## src/rtl/core/cro_pkg.sv

```systemverilog
package cro_pkg;

   localparam int COORD_WIDTH  = 12;
   localparam int RADIUS_WIDTH = 11;
   localparam int CTR_W        = COORD_WIDTH + 1;   // centre, step_y, advanced x
   localparam int POS_W        = 14;                // output coordinate width
   localparam int DEC_W        = 18;                // decision variable width
   localparam int COL_W        = 8;
   localparam int BLEND_W      = 3;
   localparam int IDX_W        = 3;                 // up to eight results per job

   localparam int QUEUE_DEPTH  = 2;
   localparam int Q_PTR_W      = $clog2(QUEUE_DEPTH);

   localparam int REQ_DATA_W   = 72;
   localparam int RSP_DATA_W   = 96;

   // input selector carried on req_tuser
   localparam logic OP_START   = 1'b0;
   localparam logic OP_ADVANCE = 1'b1;

   typedef enum logic [2:0] {
      KIND_START_OUTLINE = 3'd0,
      KIND_START_FILL    = 3'd1,
      KIND_POINTS        = 3'd2,
      KIND_SPANS         = 3'd3,
      KIND_MARKER        = 3'd4
   } cro_kind_type;

   typedef struct packed {
      cro_kind_type              kind;
      logic                      done;
      logic [CTR_W-1:0]          cx;
      logic [CTR_W-1:0]          cy;
      logic [CTR_W-1:0]          x;     // unsigned step x (zero on start)
      logic signed [CTR_W-1:0]   y;     // signed step y (radius on start)
      logic [COL_W-1:0]          red;
      logic [COL_W-1:0]          green;
      logic [COL_W-1:0]          blue;
      logic [COL_W-1:0]          alpha;
      logic [BLEND_W-1:0]        blend;
   } cro_job_type;

endpackage

```

## src/rtl/core/circle_rasterizer_outline_fill.sv

```systemverilog
// Request path: job queue, back end's current job register, registered output stage.
// Throughput: one result word per cycle from the back end's index counter while
//   rsp_tready allows: 4 words per start, 8 per points or spans advance, 1 per marker.
// A two-entry job queue lets the front end take new words while results drain.
// Reset (synchronous, active high) clears the circle state, the queue and the output
//   stage at once; no clearing pass is needed.
module circle_rasterizer_outline_fill
   import cro_pkg::*;
(
   input  logic                   clock,
   input  logic                   reset,
   input  logic                   req_tvalid,
   output logic                   req_tready,
   // corner_x[11:0], corner_y[23:12], radius[34:24], fill[35], red[43:36],
   // green[51:44], blue[59:52], alpha[67:60], blend_code[70:68], zero fill above
   input  logic [REQ_DATA_W-1:0]  req_tdata,
   // operation[0]: start or advance
   input  logic                   req_tuser,
   output logic                   rsp_tvalid,
   input  logic                   rsp_tready,
   // start_x[13:0], start_y[27:14], end_x[41:28], end_y[55:42], out_red[63:56],
   // out_green[71:64], out_blue[79:72], out_alpha[87:80], out_blend[90:88], zero above
   output logic [RSP_DATA_W-1:0]  rsp_tdata,
   // draw[0], done_res[1]
   output logic [1:0]             rsp_tuser,
   // last result word of this request
   output logic                   rsp_tlast
);

   // front -> queue
   logic         fq_valid, fq_ready;
   cro_job_type  fq_job;
   // queue -> back
   logic         qb_valid, qb_ready;
   cro_job_type  qb_job;

   // Front end: decodes the request, holds the circle state and runs one
   // midpoint step per advance, producing a job for the back end.
   cro_front u_front (
      .clock      (clock),
      .reset      (reset),
      .req_tvalid (req_tvalid),
      .req_tready (req_tready),
      .req_tdata  (req_tdata),
      .req_tuser  (req_tuser),
      .job_valid  (fq_valid),
      .job_ready  (fq_ready),
      .job        (fq_job)
   );

   cro_queue u_queue (
      .clock      (clock),
      .reset      (reset),
      .push_valid (fq_valid),
      .push_ready (fq_ready),
      .push_job   (fq_job),
      .pop_valid  (qb_valid),
      .pop_ready  (qb_ready),
      .pop_job    (qb_job)
   );

   // Back end: walks each job's start, octant point or span words or its marker, one word
   // per cycle while the output is not stalled, into a registered output stage.
   cro_back u_back (
      .clock      (clock),
      .reset      (reset),
      .job_valid  (qb_valid),
      .job_ready  (qb_ready),
      .job        (qb_job),
      .rsp_tvalid (rsp_tvalid),
      .rsp_tready (rsp_tready),
      .rsp_tdata  (rsp_tdata),
      .rsp_tuser  (rsp_tuser),
      .rsp_tlast  (rsp_tlast)
   );

endmodule

```

## src/rtl/core/cro_front.sv

```systemverilog
module cro_front
   import cro_pkg::*;
(
   input  logic                   clock,
   input  logic                   reset,
   input  logic                   req_tvalid,
   output logic                   req_tready,
   input  logic [REQ_DATA_W-1:0]  req_tdata,
   input  logic                   req_tuser,
   output logic                   job_valid,
   input  logic                   job_ready,
   output cro_job_type            job
);

   logic [CTR_W-1:0]          centre_x_ff, centre_x_in;
   logic [CTR_W-1:0]          centre_y_ff, centre_y_in;
   logic [COORD_WIDTH-1:0]    step_x_ff, step_x_in;
   logic signed [CTR_W-1:0]   step_y_ff, step_y_in;
   logic signed [DEC_W-1:0]   decision_ff, decision_in;
   logic [4*COL_W-1:0]        colour_ff, colour_in;
   logic [BLEND_W-1:0]        blend_ff, blend_in;
   logic                      fill_ff, fill_in;
   logic                      active_ff, active_in;

   logic [COORD_WIDTH-1:0]    in_corner_x, in_corner_y;
   logic [RADIUS_WIDTH-1:0]   in_radius;
   logic                      in_fill;
   logic [4*COL_W-1:0]        in_colour;
   logic [BLEND_W-1:0]        in_blend;

   logic                      accept;
   logic [CTR_W-1:0]          start_cx, start_cy;
   logic [CTR_W-1:0]          x_adv;
   logic signed [CTR_W-1:0]   y_adv;
   logic                      d_pos;
   logic signed [DEC_W-1:0]   diff4, d_adv;
   logic signed [POS_W-1:0]   xs, ys;
   logic [4*COL_W-1:0]        job_colour;

   // tdata: corner_x, corner_y, radius, fill, red, green, blue, alpha, blend_code
   assign in_corner_x = req_tdata[11:0];
   assign in_corner_y = req_tdata[23:12];
   assign in_radius   = req_tdata[34:24];
   assign in_fill     = req_tdata[35];
   assign in_colour   = {req_tdata[43:36], req_tdata[51:44], req_tdata[59:52],
                         req_tdata[67:60]};
   assign in_blend    = req_tdata[70:68];

   assign req_tready = job_ready;
   assign job_valid  = req_tvalid;
   assign accept     = req_tvalid && job_ready;

   assign start_cx = CTR_W'(in_corner_x) + CTR_W'(in_radius);
   assign start_cy = CTR_W'(in_corner_y) + CTR_W'(in_radius);

   // one midpoint iteration
   assign x_adv = CTR_W'(step_x_ff) + CTR_W'(1);
   assign d_pos = decision_ff > 0;
   assign y_adv = d_pos ? (step_y_ff - CTR_W'(1)) : step_y_ff;
   assign diff4 = (DEC_W'(x_adv) - DEC_W'(y_adv)) <<< 2;
   assign d_adv = d_pos ? (decision_ff + diff4 + DEC_W'(10))
                        : (decision_ff + (DEC_W'(x_adv) << 2) + DEC_W'(6));
   assign xs    = $signed({1'b0, x_adv});
   assign ys    = POS_W'(y_adv);

   assign job_colour = (req_tuser == OP_START) ? in_colour : colour_ff;

   always_comb begin
      job.red   = job_colour[31:24];
      job.green = job_colour[23:16];
      job.blue  = job_colour[15:8];
      job.alpha = job_colour[7:0];
      job.blend = (req_tuser == OP_START) ? in_blend : blend_ff;
      job.cx    = centre_x_ff;
      job.cy    = centre_y_ff;
      job.x     = x_adv;
      job.y     = y_adv;
      job.done  = ys < xs;
      if (req_tuser == OP_START) begin
         job.kind = in_fill ? KIND_START_FILL : KIND_START_OUTLINE;
         job.done = 1'b0;
         job.cx   = start_cx;
         job.cy   = start_cy;
         job.x    = '0;
         job.y    = $signed(CTR_W'(in_radius));
      end else if (!active_ff) begin
         job.kind = KIND_MARKER;
         job.done = 1'b1;
      end else if (!fill_ff) begin
         job.kind = KIND_POINTS;
      end else if (xs < ys) begin
         job.kind = KIND_SPANS;
      end else begin
         job.kind = KIND_MARKER;
      end
   end

   always_comb begin
      centre_x_in = centre_x_ff;
      centre_y_in = centre_y_ff;
      step_x_in   = step_x_ff;
      step_y_in   = step_y_ff;
      decision_in = decision_ff;
      colour_in   = colour_ff;
      blend_in    = blend_ff;
      fill_in     = fill_ff;
      active_in   = active_ff;
      if (accept) begin
         if (req_tuser == OP_START) begin
            centre_x_in = start_cx;
            centre_y_in = start_cy;
            step_x_in   = '0;
            step_y_in   = $signed(CTR_W'(in_radius));
            decision_in = DEC_W'(3) - (DEC_W'(in_radius) << 1);
            colour_in   = in_colour;
            blend_in    = in_blend;
            fill_in     = in_fill;
            active_in   = 1'b1;
         end else if (active_ff) begin
            step_x_in   = x_adv[COORD_WIDTH-1:0];
            step_y_in   = y_adv;
            decision_in = d_adv;
            active_in   = !(ys < xs);
         end
      end
   end

   always_ff @(posedge clock) begin
      if (reset) begin
         centre_x_ff <= '0;
         centre_y_ff <= '0;
         step_x_ff   <= '0;
         step_y_ff   <= '0;
         decision_ff <= '0;
         colour_ff   <= '0;
         blend_ff    <= '0;
         fill_ff     <= 1'b0;
         active_ff   <= 1'b0;
      end else begin
         centre_x_ff <= centre_x_in;
         centre_y_ff <= centre_y_in;
         step_x_ff   <= step_x_in;
         step_y_ff   <= step_y_in;
         decision_ff <= decision_in;
         colour_ff   <= colour_in;
         blend_ff    <= blend_in;
         fill_ff     <= fill_in;
         active_ff   <= active_in;
      end
   end

endmodule

```

## src/rtl/core/cro_queue.sv

```systemverilog
module cro_queue
   import cro_pkg::*;
(
   input  logic         clock,
   input  logic         reset,
   input  logic         push_valid,
   output logic         push_ready,
   input  cro_job_type  push_job,
   output logic         pop_valid,
   input  logic         pop_ready,
   output cro_job_type  pop_job
);

   cro_job_type          entry_ff [QUEUE_DEPTH];
   logic [Q_PTR_W-1:0]   wr_ptr_ff, wr_ptr_in;
   logic [Q_PTR_W-1:0]   rd_ptr_ff, rd_ptr_in;
   logic [Q_PTR_W:0]     count_ff, count_in;
   logic                 push, pop;

   assign push_ready = count_ff != (Q_PTR_W+1)'(QUEUE_DEPTH);
   assign pop_valid  = count_ff != '0;
   assign pop_job    = entry_ff[rd_ptr_ff];
   assign push       = push_valid && push_ready;
   assign pop        = pop_valid && pop_ready;

   always_comb begin
      wr_ptr_in = wr_ptr_ff;
      rd_ptr_in = rd_ptr_ff;
      if (push) begin
         wr_ptr_in = (wr_ptr_ff == Q_PTR_W'(QUEUE_DEPTH-1)) ? '0 : wr_ptr_ff + 1'b1;
      end
      if (pop) begin
         rd_ptr_in = (rd_ptr_ff == Q_PTR_W'(QUEUE_DEPTH-1)) ? '0 : rd_ptr_ff + 1'b1;
      end
      count_in = count_ff + (Q_PTR_W+1)'(push) - (Q_PTR_W+1)'(pop);
   end

   always_ff @(posedge clock) begin
      if (push) begin
         entry_ff[wr_ptr_ff] <= push_job;
      end
   end

   always_ff @(posedge clock) begin
      if (reset) begin
         wr_ptr_ff <= '0;
         rd_ptr_ff <= '0;
         count_ff  <= '0;
      end else begin
         wr_ptr_ff <= wr_ptr_in;
         rd_ptr_ff <= rd_ptr_in;
         count_ff  <= count_in;
      end
   end

endmodule

```

## src/rtl/core/cro_back.sv

```systemverilog
module cro_back
   import cro_pkg::*;
(
   input  logic                   clock,
   input  logic                   reset,
   input  logic                   job_valid,
   output logic                   job_ready,
   input  cro_job_type            job,
   output logic                   rsp_tvalid,
   input  logic                   rsp_tready,
   output logic [RSP_DATA_W-1:0]  rsp_tdata,
   output logic [1:0]             rsp_tuser,
   output logic                   rsp_tlast
);

   cro_job_type               cur_ff, cur_in;
   logic                      cur_valid_ff, cur_valid_in;
   logic [IDX_W-1:0]          idx_ff, idx_in;

   logic                      rsp_valid_ff, rsp_valid_in;
   logic [RSP_DATA_W-1:0]     rsp_data_ff;
   logic [1:0]                rsp_user_ff;
   logic                      rsp_last_ff;

   logic                      fire, take, is_last;
   logic [IDX_W-1:0]          last_idx;
   logic signed [POS_W-1:0]   cx, cy, px, py;
   logic signed [POS_W-1:0]   cxpx, cxmx, cxpy, cxmy, cypx, cymx, cypy, cymy;
   logic signed [POS_W-1:0]   cxpx1, cxmx1;
   logic signed [POS_W-1:0]   sx, sy, ex, ey;
   logic                      draw;

   assign fire = cur_valid_ff && (!rsp_valid_ff || rsp_tready);

   always_comb begin
      case (cur_ff.kind)
         KIND_START_OUTLINE, KIND_START_FILL: last_idx = IDX_W'(3);
         KIND_POINTS, KIND_SPANS:             last_idx = IDX_W'(7);
         default:                             last_idx = '0;
      endcase
   end

   assign is_last   = idx_ff == last_idx;
   assign take      = !cur_valid_ff || (fire && is_last);
   assign job_ready = take;

   // extend to output width; results wrap in two's complement
   assign cx = $signed(POS_W'(cur_ff.cx));
   assign cy = $signed(POS_W'(cur_ff.cy));
   assign px = $signed(POS_W'(cur_ff.x));
   assign py = POS_W'(cur_ff.y);

   assign cxpx  = cx + px;
   assign cxmx  = cx - px;
   assign cxpy  = cx + py;
   assign cxmy  = cx - py;
   assign cypx  = cy + px;
   assign cymx  = cy - px;
   assign cypy  = cy + py;
   assign cymy  = cy - py;
   assign cxpx1 = cxpx + POS_W'(1);
   assign cxmx1 = cxmx - POS_W'(1);

   always_comb begin
      sx   = '0;
      sy   = '0;
      ex   = '0;
      ey   = '0;
      draw = 1'b1;
      case (cur_ff.kind)
         KIND_START_OUTLINE: begin
            case (idx_ff[1:0])
               2'd0:    begin sx = cx;   sy = cypy; end
               2'd1:    begin sx = cxpy; sy = cy;   end
               2'd2:    begin sx = cx;   sy = cymy; end
               default: begin sx = cxmy; sy = cy;   end
            endcase
            ex = sx;
            ey = sy;
         end
         KIND_START_FILL: begin
            sx = cx;
            sy = cy;
            case (idx_ff[1:0])
               2'd0:    begin ex = cx;   ey = cymy; end
               2'd1:    begin ex = cx;   ey = cypy; end
               2'd2:    begin ex = cxmy; ey = cy;   end
               default: begin ex = cxpy; ey = cy;   end
            endcase
         end
         KIND_POINTS: begin
            case (idx_ff)
               3'd0:    begin sx = cxpx; sy = cymy; end
               3'd1:    begin sx = cxpx; sy = cypy; end
               3'd2:    begin sx = cxmx; sy = cymy; end
               3'd3:    begin sx = cxmx; sy = cypy; end
               3'd4:    begin sx = cxpy; sy = cymx; end
               3'd5:    begin sx = cxpy; sy = cypx; end
               3'd6:    begin sx = cxmy; sy = cymx; end
               default: begin sx = cxmy; sy = cypx; end
            endcase
            ex = sx;
            ey = sy;
         end
         KIND_SPANS: begin
            // horizontal spans reach one pixel past the diagonal column
            case (idx_ff)
               3'd0:    begin sx = cxpx; sy = cymy; ex = cxpx;  ey = cymx; end
               3'd1:    begin sx = cxpy; sy = cymx; ex = cxpx1; ey = cymx; end
               3'd2:    begin sx = cxpx; sy = cypy; ex = cxpx;  ey = cypx; end
               3'd3:    begin sx = cxpy; sy = cypx; ex = cxpx1; ey = cypx; end
               3'd4:    begin sx = cxmx; sy = cypy; ex = cxmx;  ey = cypx; end
               3'd5:    begin sx = cxmy; sy = cypx; ex = cxmx1; ey = cypx; end
               3'd6:    begin sx = cxmx; sy = cymy; ex = cxmx;  ey = cymx; end
               default: begin sx = cxmy; sy = cymx; ex = cxmx1; ey = cymx; end
            endcase
         end
         default: begin
            draw = 1'b0;
         end
      endcase
   end

   always_comb begin
      cur_in       = cur_ff;
      cur_valid_in = cur_valid_ff;
      idx_in       = idx_ff;
      if (fire) begin
         idx_in = idx_ff + 1'b1;
      end
      if (take) begin
         cur_valid_in = job_valid;
         idx_in       = '0;
         if (job_valid) begin
            cur_in = job;
         end
      end
      rsp_valid_in = rsp_valid_ff;
      if (fire) begin
         rsp_valid_in = 1'b1;
      end else if (rsp_tready) begin
         rsp_valid_in = 1'b0;
      end
   end

   always_ff @(posedge clock) begin
      cur_ff <= cur_in;
      if (fire) begin
         rsp_data_ff <= {5'b0, cur_ff.blend, cur_ff.alpha, cur_ff.blue, cur_ff.green,
                         cur_ff.red, ey, ex, sy, sx};
         rsp_user_ff <= {cur_ff.done, draw};
         rsp_last_ff <= is_last;
      end
   end

   always_ff @(posedge clock) begin
      if (reset) begin
         cur_valid_ff <= 1'b0;
         idx_ff       <= '0;
         rsp_valid_ff <= 1'b0;
      end else begin
         cur_valid_ff <= cur_valid_in;
         idx_ff       <= idx_in;
         rsp_valid_ff <= rsp_valid_in;
      end
   end

   assign rsp_tvalid = rsp_valid_ff;
   assign rsp_tdata  = rsp_data_ff;
   assign rsp_tuser  = rsp_user_ff;
   assign rsp_tlast  = rsp_last_ff;

endmodule

```

## config.mk

```make
export PLATFORM = sky130hd
export DESIGN_NAME = circle_rasterizer_outline_fill
export DESIGN_NICKNAME = d
export VERILOG_FILES = /design/src/rtl/core/cro_pkg.sv /design/src/rtl/core/circle_rasterizer_outline_fill.sv /design/src/rtl/core/cro_front.sv /design/src/rtl/core/cro_queue.sv /design/src/rtl/core/cro_back.sv
export SDC_FILE = /design/constraint.sdc
export NUM_CORES = 1
export LEC_CHECK = 0
export CAP_MARGIN = 20
export CORE_ASPECT_RATIO = 1.2
export CORE_UTILIZATION = 40
export CTS_CLUSTER_SIZE = 14
export DETAILED_ROUTE_END_ITERATION = 16
export DONT_BUFFER_PORTS = 1
export GPL_ROUTABILITY_DRIVEN = 0
export PLACE_DENSITY = 0.56
export SLEW_MARGIN = 20
export SYNTH_ARGS = -nofsm -noshare
export SYNTH_HDL_FRONTEND = slang
export SYNTH_SLANG_ARGS = --single-unit
```

## constraint.sdc

```tcl
create_clock -name clock -period 11.6 [get_ports clock]
set_input_delay 0.58 -clock clock [delete_from_list [all_inputs] [get_ports clock]]
set_output_delay 0.58 -clock clock [all_outputs]
set_load 0.01 [all_outputs]
```

**Yosys cells after proc, flatten, opt, wreduce, memory -nomap -nowiden**

Memory sizes are Yosys's and may differ from the RTL's. A register that Yosys moved wholly into a read port is not among the register bits.
Index checks and enable logic that the tools add are counted.

- Add/subtract/negate cells: 25
- $mul: 0
- Div/mod/pow operators: 0
- Order comparisons: 3
- Equality and inequality tests: 14
- Shift operators: 0
- Multiplexer cells: 41
- Bitwise gates (word level): 1
- Reduce and logical (&&, ||, !) cells: 33

Operators by type and width:

| operator | number |
|---|---|
| one-hot mux 14 bit (4 select lines) | 4 |
| one-hot mux 14 bit (3 select lines) | 5 |
| one-hot mux 14 bit (2 select lines) | 4 |
| two-way mux 18 bit | 3 |
| two-way mux 52 bit | 1 |
| two-way mux 13 bit | 3 |
| two-way mux 32 bit | 1 |
| adder 13 x 13 -> 14 bit | 2 |
| adder 14 x 13 -> 14 bit | 2 |
| OR reduction 2 bit | 14 |
| subtractor 13 x 13 -> 14 bit | 2 |
| subtractor 14 x 13 -> 14 bit | 2 |
| adder 12 x 11 -> 13 bit | 2 |
| two-way mux 12 bit | 2 |
| adder 18 x 15 -> 18 bit | 1 |
| adder 18 bit | 1 |
| adder 18 x 3 -> 18 bit (second input constant) | 1 |
| adder 18 x 4 -> 18 bit (second input constant) | 1 |
| > comparator 18 x 1 -> 1 bit (second input constant) | 1 |
| subtractor 14 x 13 -> 15 bit | 1 |
| adder 14 x 2 -> 14 bit (second input constant) | 1 |
| less-than comparator 13 x 14 -> 1 bit | 1 |
| less-than comparator 14 x 13 -> 1 bit | 1 |
| two-way mux 14 bit | 1 |
| 29 further kinds | 60 |

- Register bits: 209
- Latch bits: 0
- RAM bits: 182
- ROM bits: 0
- Output and inout port bits: 101
- Word-level logic and storage cells: 136
- Memories kept: 1

Memories:

| name | depth | width | rd ports | clocked after memory_dff | wr ports | line | RTL |
|---|---|---|---|---|---|---|---|
| u_queue.entry_ff | 2 | 91 | 1 | 1 | 1 | cro_queue.sv:14 | `cro_job_type entry_ff [QUEUE_DEPTH];` |

**Logic depth before layout (Yosys ltp)**

- Word-level depth: 8
- Mapped depth: 26

**Modules after synthesis**

A second synthesis with hierarchy kept.

- Cell total of the unflattened synthesis: 3094
- Area, all modules: 30654.4 µm²

By module, submodules not included:

| module | instances | cells each | area each (µm²) |
|---|---|---|---|
| cro_back | 1 | 1634 | 15179.6 |
| cro_front | 1 | 1148 | 8654.6 |
| cro_queue | 1 | 312 | 6820.3 |

**Least setup slack after synthesis**

No wires, ideal clock.

- Path type: reg-to-reg
- From: reg u_back.idx_ff[2]
- To: reg u_queue.count_ff[1]
- Data arrival time: 7.056 ns
- Slack: 4.416 ns
- Stages on the path, launching flop included: 13
- Path buffers: 1
- Period minus slack after synthesis: 7.184 ns
- Path through: dfxtp_1 clkinv_1 clkbuf_1 nand4_1 o41ai_1 nand2_1 a21oi_1 ha_1 inv_1 ha_1 xor2_1 xnor2_1 nor2_1

- Cells in the longest elaborated chain, start to end: 5

RTL lines:

| element | line | RTL |
|---|---|---|
| from (decl) | cro_back.sv:18 | `logic [IDX_W-1:0] idx_ff, idx_in;` |
| from (signal assigned) | cro_back.sv:163 | `idx_ff <= idx_in;` |
| == test 3 bit | cro_back.sv:43 | `assign is_last = idx_ff == last_idx;` |
| named net u_back.is_last | cro_back.sv:25 | `logic fire, take, is_last;` |
| logical AND 1 bit | cro_back.sv:44 | `assign take = !cur_valid_ff \|\| (fire && is_last);` |
| logical OR 1 bit | cro_back.sv:44 |  |
| logical AND 1 bit | cro_queue.sv:24 | `assign pop = pop_valid && pop_ready;` |
| named net u_queue.pop | cro_queue.sv:18 | `logic push, pop;` |
| subtractor 2 x 1 -> 2 bit | cro_queue.sv:35 | `count_in = count_ff + (Q_PTR_W+1)'(push) - (Q_PTR_W+1)'(pop);` |
| to (signal assigned) | cro_queue.sv:52 | `count_ff <= count_in;` |
| to (decl) | cro_queue.sv:17 | `logic [Q_PTR_W:0] count_ff, count_in;` |

The timed path passes the listed nets, and every way through them passes these cells.
A chain may end at the register's enable or synchronous reset.

**Worst setup path in the final report**

- From: reg u_front.decision_ff[2]
- To: reg u_front.decision_ff[17]

- Cells in the longest elaborated chain, start to end: 8
- Elaborated cells between the ends (all ways): 10

RTL lines:

| element | line | RTL |
|---|---|---|
| from (decl) | cro_front.sv:19 | `logic signed [DEC_W-1:0] decision_ff, decision_in;` |
| from (signal assigned) | cro_front.sv:144 | `decision_ff <= decision_in;` |
| > comparator 18 x 1 -> 1 bit | cro_front.sv:58 | `assign d_pos = decision_ff > 0;` |
| two-way mux 13 bit | cro_front.sv:59 | `assign y_adv = d_pos ? (step_y_ff - CTR_W'(1)) : step_y_ff;` |
| subtractor 14 x 13 -> 15 bit | cro_front.sv:60 | `assign diff4 = (DEC_W'(x_adv) - DEC_W'(y_adv)) <<< 2;` |
| adder 18 bit | cro_front.sv:61 | `assign d_adv = d_pos ? (decision_ff + diff4 + DEC_W'(10))` |
| adder 18 x 4 -> 18 bit | cro_front.sv:61 |  |
| two-way mux 18 bit * | cro_front.sv:61 |  |
| two-way mux 18 bit * | cro_front.sv:119 | `end else if (active_ff) begin` |
| two-way mux 18 bit * | cro_front.sv:109 | `if (req_tuser == OP_START) begin` |

Mark *: on every way between the ends. The rest lies on a longest branch, timed or not. The select of a mux whose other input is x is not followed.

==> metrics.md <==
| Metric | Value |
|---|---|
| Yosys top cell area share | 36.0% |
| Global-route wire length before repair | 142000 microns |
| Startpoint of the lowest-slack hold path | reset |
| Standby leakage power | 12.5 nW |
| Max frequency | 151 MHz |
| Inserted Clock Buffers | 50 |
| Gr ovfl total | 0 |
| Cell types occupying the most area after synthesis | edfxtp_1 (36%), ha_1 (8.7%), dfxtp_1 (7.5%) |
| Ratio of final minimum period to clock period | 57.0% |
| Endpoints failing setup | 0 |
| Crit path launch | u_front.decision_ff[2]$_SDFFE_PP0P_ |
| Number of enable-type register cells in the synthesized netlist | 367 |
| Vias in the first global route | 23700 |
| Via density per instance | 5.98 |
| Post-DR wirelength/cell | 23.3 microns |
| Overall power of the completed layout | 10.9 mW |
| Placed standard-cell area | 31500 sq um |
| Synth Instances | 3087 |
| Power density over the cells | 329 nW/um^2 |
| Drt first pass iters | 7 |
| Die width | 255 microns |
| Layout Nets | 3319 |
| Number of gates resized after CTS | 0 |
| CTS Hold Buffers Added | 0 |
| Total half-perimeter wirelength after legalization and detailed placement | 68700 microns |
| TritonCTS clock tree | yes |
| H-Tree Depth | 2 |
| CP arrival | 7100 ps |
| Hold WS | 74.2 ps |
| Worst Setup End Kind | flip-flop |
| Share of layout cells above drive strength 1 | 9.72% |
| Die footprint | 77600 sq um |
| Root buffer cell | clkbuf_16 |
| Unique masters post-synth | 101 |
| Max-cap viol count | 0 |
| Buffers inserted by post-CTS timing repair | 0 |
| Routed Wire Length | 94700 microns |
| Post-layout minimum cycle time | 6620 ps |
| Proportion of register bits with asynchronous set or reset after synthesis | 0% |
| Beginning of the worst register-to-register path | u_front.decision_ff[2]$_SDFFE_PP0P_ |
| Remaining DRCs | 0 |
| Mapped Area | 30600 sq um |
| Transition time at the pin with the least slew margin | 1130 ps |
| Final std cell area, no fill | 33200 sq um |
| Most used standard cells in the synthesized netlist | edfxtp_1 (367), nand2_1 (296), a21oi_1 (264) |
| I/O pins | 178 |
| Area used by sequential logic in the layout | 13300 sq um |
| Number of DRC markers after the initial detailed-route iteration | 1987 |
| Clock insertion delay at the later pin of the skew report | 620 ps |
| Max-slew violation count | 0 |
| Kind of launch point of the worst setup path | flip-flop |
| Most numerous cell in the Yosys netlist | edfxtp_1 |
| Fill cell count | 7190 |
| Initial cell density of the core | 40.6% |
| Status | complete, no violations |
| Setup repair after global routing missed its margin | false |
| Kind of critical path | flip-flop to flip-flop |
| Port Buf Inserts | 0 |
| Maximum fanout count along the critical path | 23 |
| Sequential-to-total area share from yosys stat | 43.5% |
| Deepest clock path buffer count | 3 |
| Main synth FF type | edfxtp_1 |
| Clock-pin transition on the worst setup and hold timing paths | 60 ps |
| Post-synthesis average cell area | 9.91 sq um |
| Chip height | 305 microns |
| Setup_tns | 0 ps |
| Number of cell rows | 110 |
| Class of the worst hold path | input pin to flip-flop |
| Number of antenna violations at the first check in global routing | 4 |
| Fraction of the core area covered by cells at the end of the flow | 44.1% |
| Combined area of the multi-input logic cells | 16100 sq um |
| Post-synthesis sequential element count | 482 |
| Fin Clk Skew | 35.3 ps |
| Largest area contributor in the netlist | edfxtp_1 |
| Core Box Area | 75400 sq um |
| Headroom to the max-slew limit | 24.4% |
| Overall via count from detail_route | 24300 |
| All-Layer GR Usage | 24.0% |
| Maximum ir drop on the vdd rail | 0.146 mV |
| Hold violation total from the final report | 0 |
| Syn-to-layout area delta | 8.65% |
| Total clock sinks | 482 |
| Count of warnings emitted by yosys | 0 |
| Maximum number of pins on one net before global-route repair | 145 |
| Detail Route Antenna Nets | 0 |
| Required time reported for the critical path endpoint | 12080 ps |
==> kinds of logic (layout without fill, tap and decap cells) <==
group | Yosys count | count (layout) | synth area share [%]
AO/OA/AOI/OAI | 871 | 871 | 19.1
XOR/XNOR | 172 | 172 | 4.99
adder cells (fa/ha/maj) | 227 | 227 | 9.60
buffers and inverters | 310 | 275 | 3.93
flip-flops | 482 | 482 | 43.5
multiplexers | 152 | 152 | 5.52
other | 1 | 9 | 0.0123
AND/OR/NAND/NOR | 872 | 872 | 13.3
==> where the power goes <==
part / total, mW / switching, mW / internal (mW)
sequential: 3.04 / 0.502 / 2.54
clock: 1.64 / 0.704 / 0.932
combinational: 6.26 / 3.91 / 2.35
==> flip-flops by register name, indices dropped and copies added (netlist names) <==
signal	count
u_back.rsp_tvalid	1
u_front.step_y_ff	13
u_back.cur_ff	91
u_front.centre_x_ff	13
u_back.rsp_tdata	91
u_front.active_ff	1
u_front.centre_y_ff	13
u_front.decision_ff	18
u_front.fill_ff	1
u_back.rsp_tlast	1
u_back.idx_ff	3
u_front.step_x_ff	12
u_queue.count_ff	2
u_queue.wr_ptr_ff	1
u_front.colour_ff	32
u_back.cur_valid_ff	1
u_queue.rd_ptr_ff	1
u_back.rsp_tuser	2
u_front.blend_ff	3
u_queue.entry_ff	182
==> area by class of cell <==
cell class,instances,area share (%)
inverter,148,1.67
sequential,482,40.1
clock inverter,22,0.820
timing repair buffer,34,0.768
tap,1008,3.79
antenna,4,0.0301
multi-input combinational,2299,48.6
clock buffer,71,4.27
==> cells in the final DEF, fill, tap and decap left out, types with 34 or more instances in the layout <==
cell       count
o211ai_1      38
xor2_1        55
xnor2_1      115
inv_1        141
nand2_1      296
mux2_2       134
dfxtp_1      114
nand3_1       62
nor2_1       227
buf_4         34
edfxtp_1     367
a21oi_1      262
clkbuf_16     50
nor3_1        62
o21ai_0      149
ha_1         214
==> final timing paths <==
path         slack [ps]  cells after the start                                   end
max reg2reg        4980                     25  u_front.decision_ff[17]$_SDFFE_PP0P_
min                  70                      1   u_front.decision_ff[1]$_SDFFE_PP0P_
min reg2reg         410                      0        u_back.rsp_tdata[80]$_DFFE_PP_
max                4980                     25  u_front.decision_ff[17]$_SDFFE_PP0P_
==> worst max-delay path, stage by stage (launching register included) <==
cell and delay, ps:
dfxtp_1 340, or4_1 540, nor3_2 240, a31o_2 560, nand2_1 90, o21ai_0 120, inv_1 120, ha_1 300
nor2b_1 130, o21ai_0 200, a21oi_1 120, o21ai_0 200, a21boi_0 180, o21a_1 220, o21a_1 190, or4_1 420
nand3_1 120, ha_1 230, ha_1 240, or4_1 570, a21oi_1 250, nor3_1 120, o31ai_1 330, xnor2_1 110
a2111oi_1 480, a211oi_2 50
==> per-stage QoR <==
stage,setup slack (ps),instances
2_1_floorplan,4420,3091
3_3_place_gp,5070,3971
3_5_place_dp,4980,3971
4_1_cts,4990,4064
5_1_grt,4680,4068
6_report,4980,4068
==> routing by layer <==
metal	up-vias	global-route usage, %	part of all wire [%]
li1	11300	-	-
met5	-	0	0.014
met2	1145	40.4	48
met3	308	4.01	7.4
met4	2	13.7	6.4
met1	11500	28.6	38
Note: power is estimated with default switching activity, not from simulation.
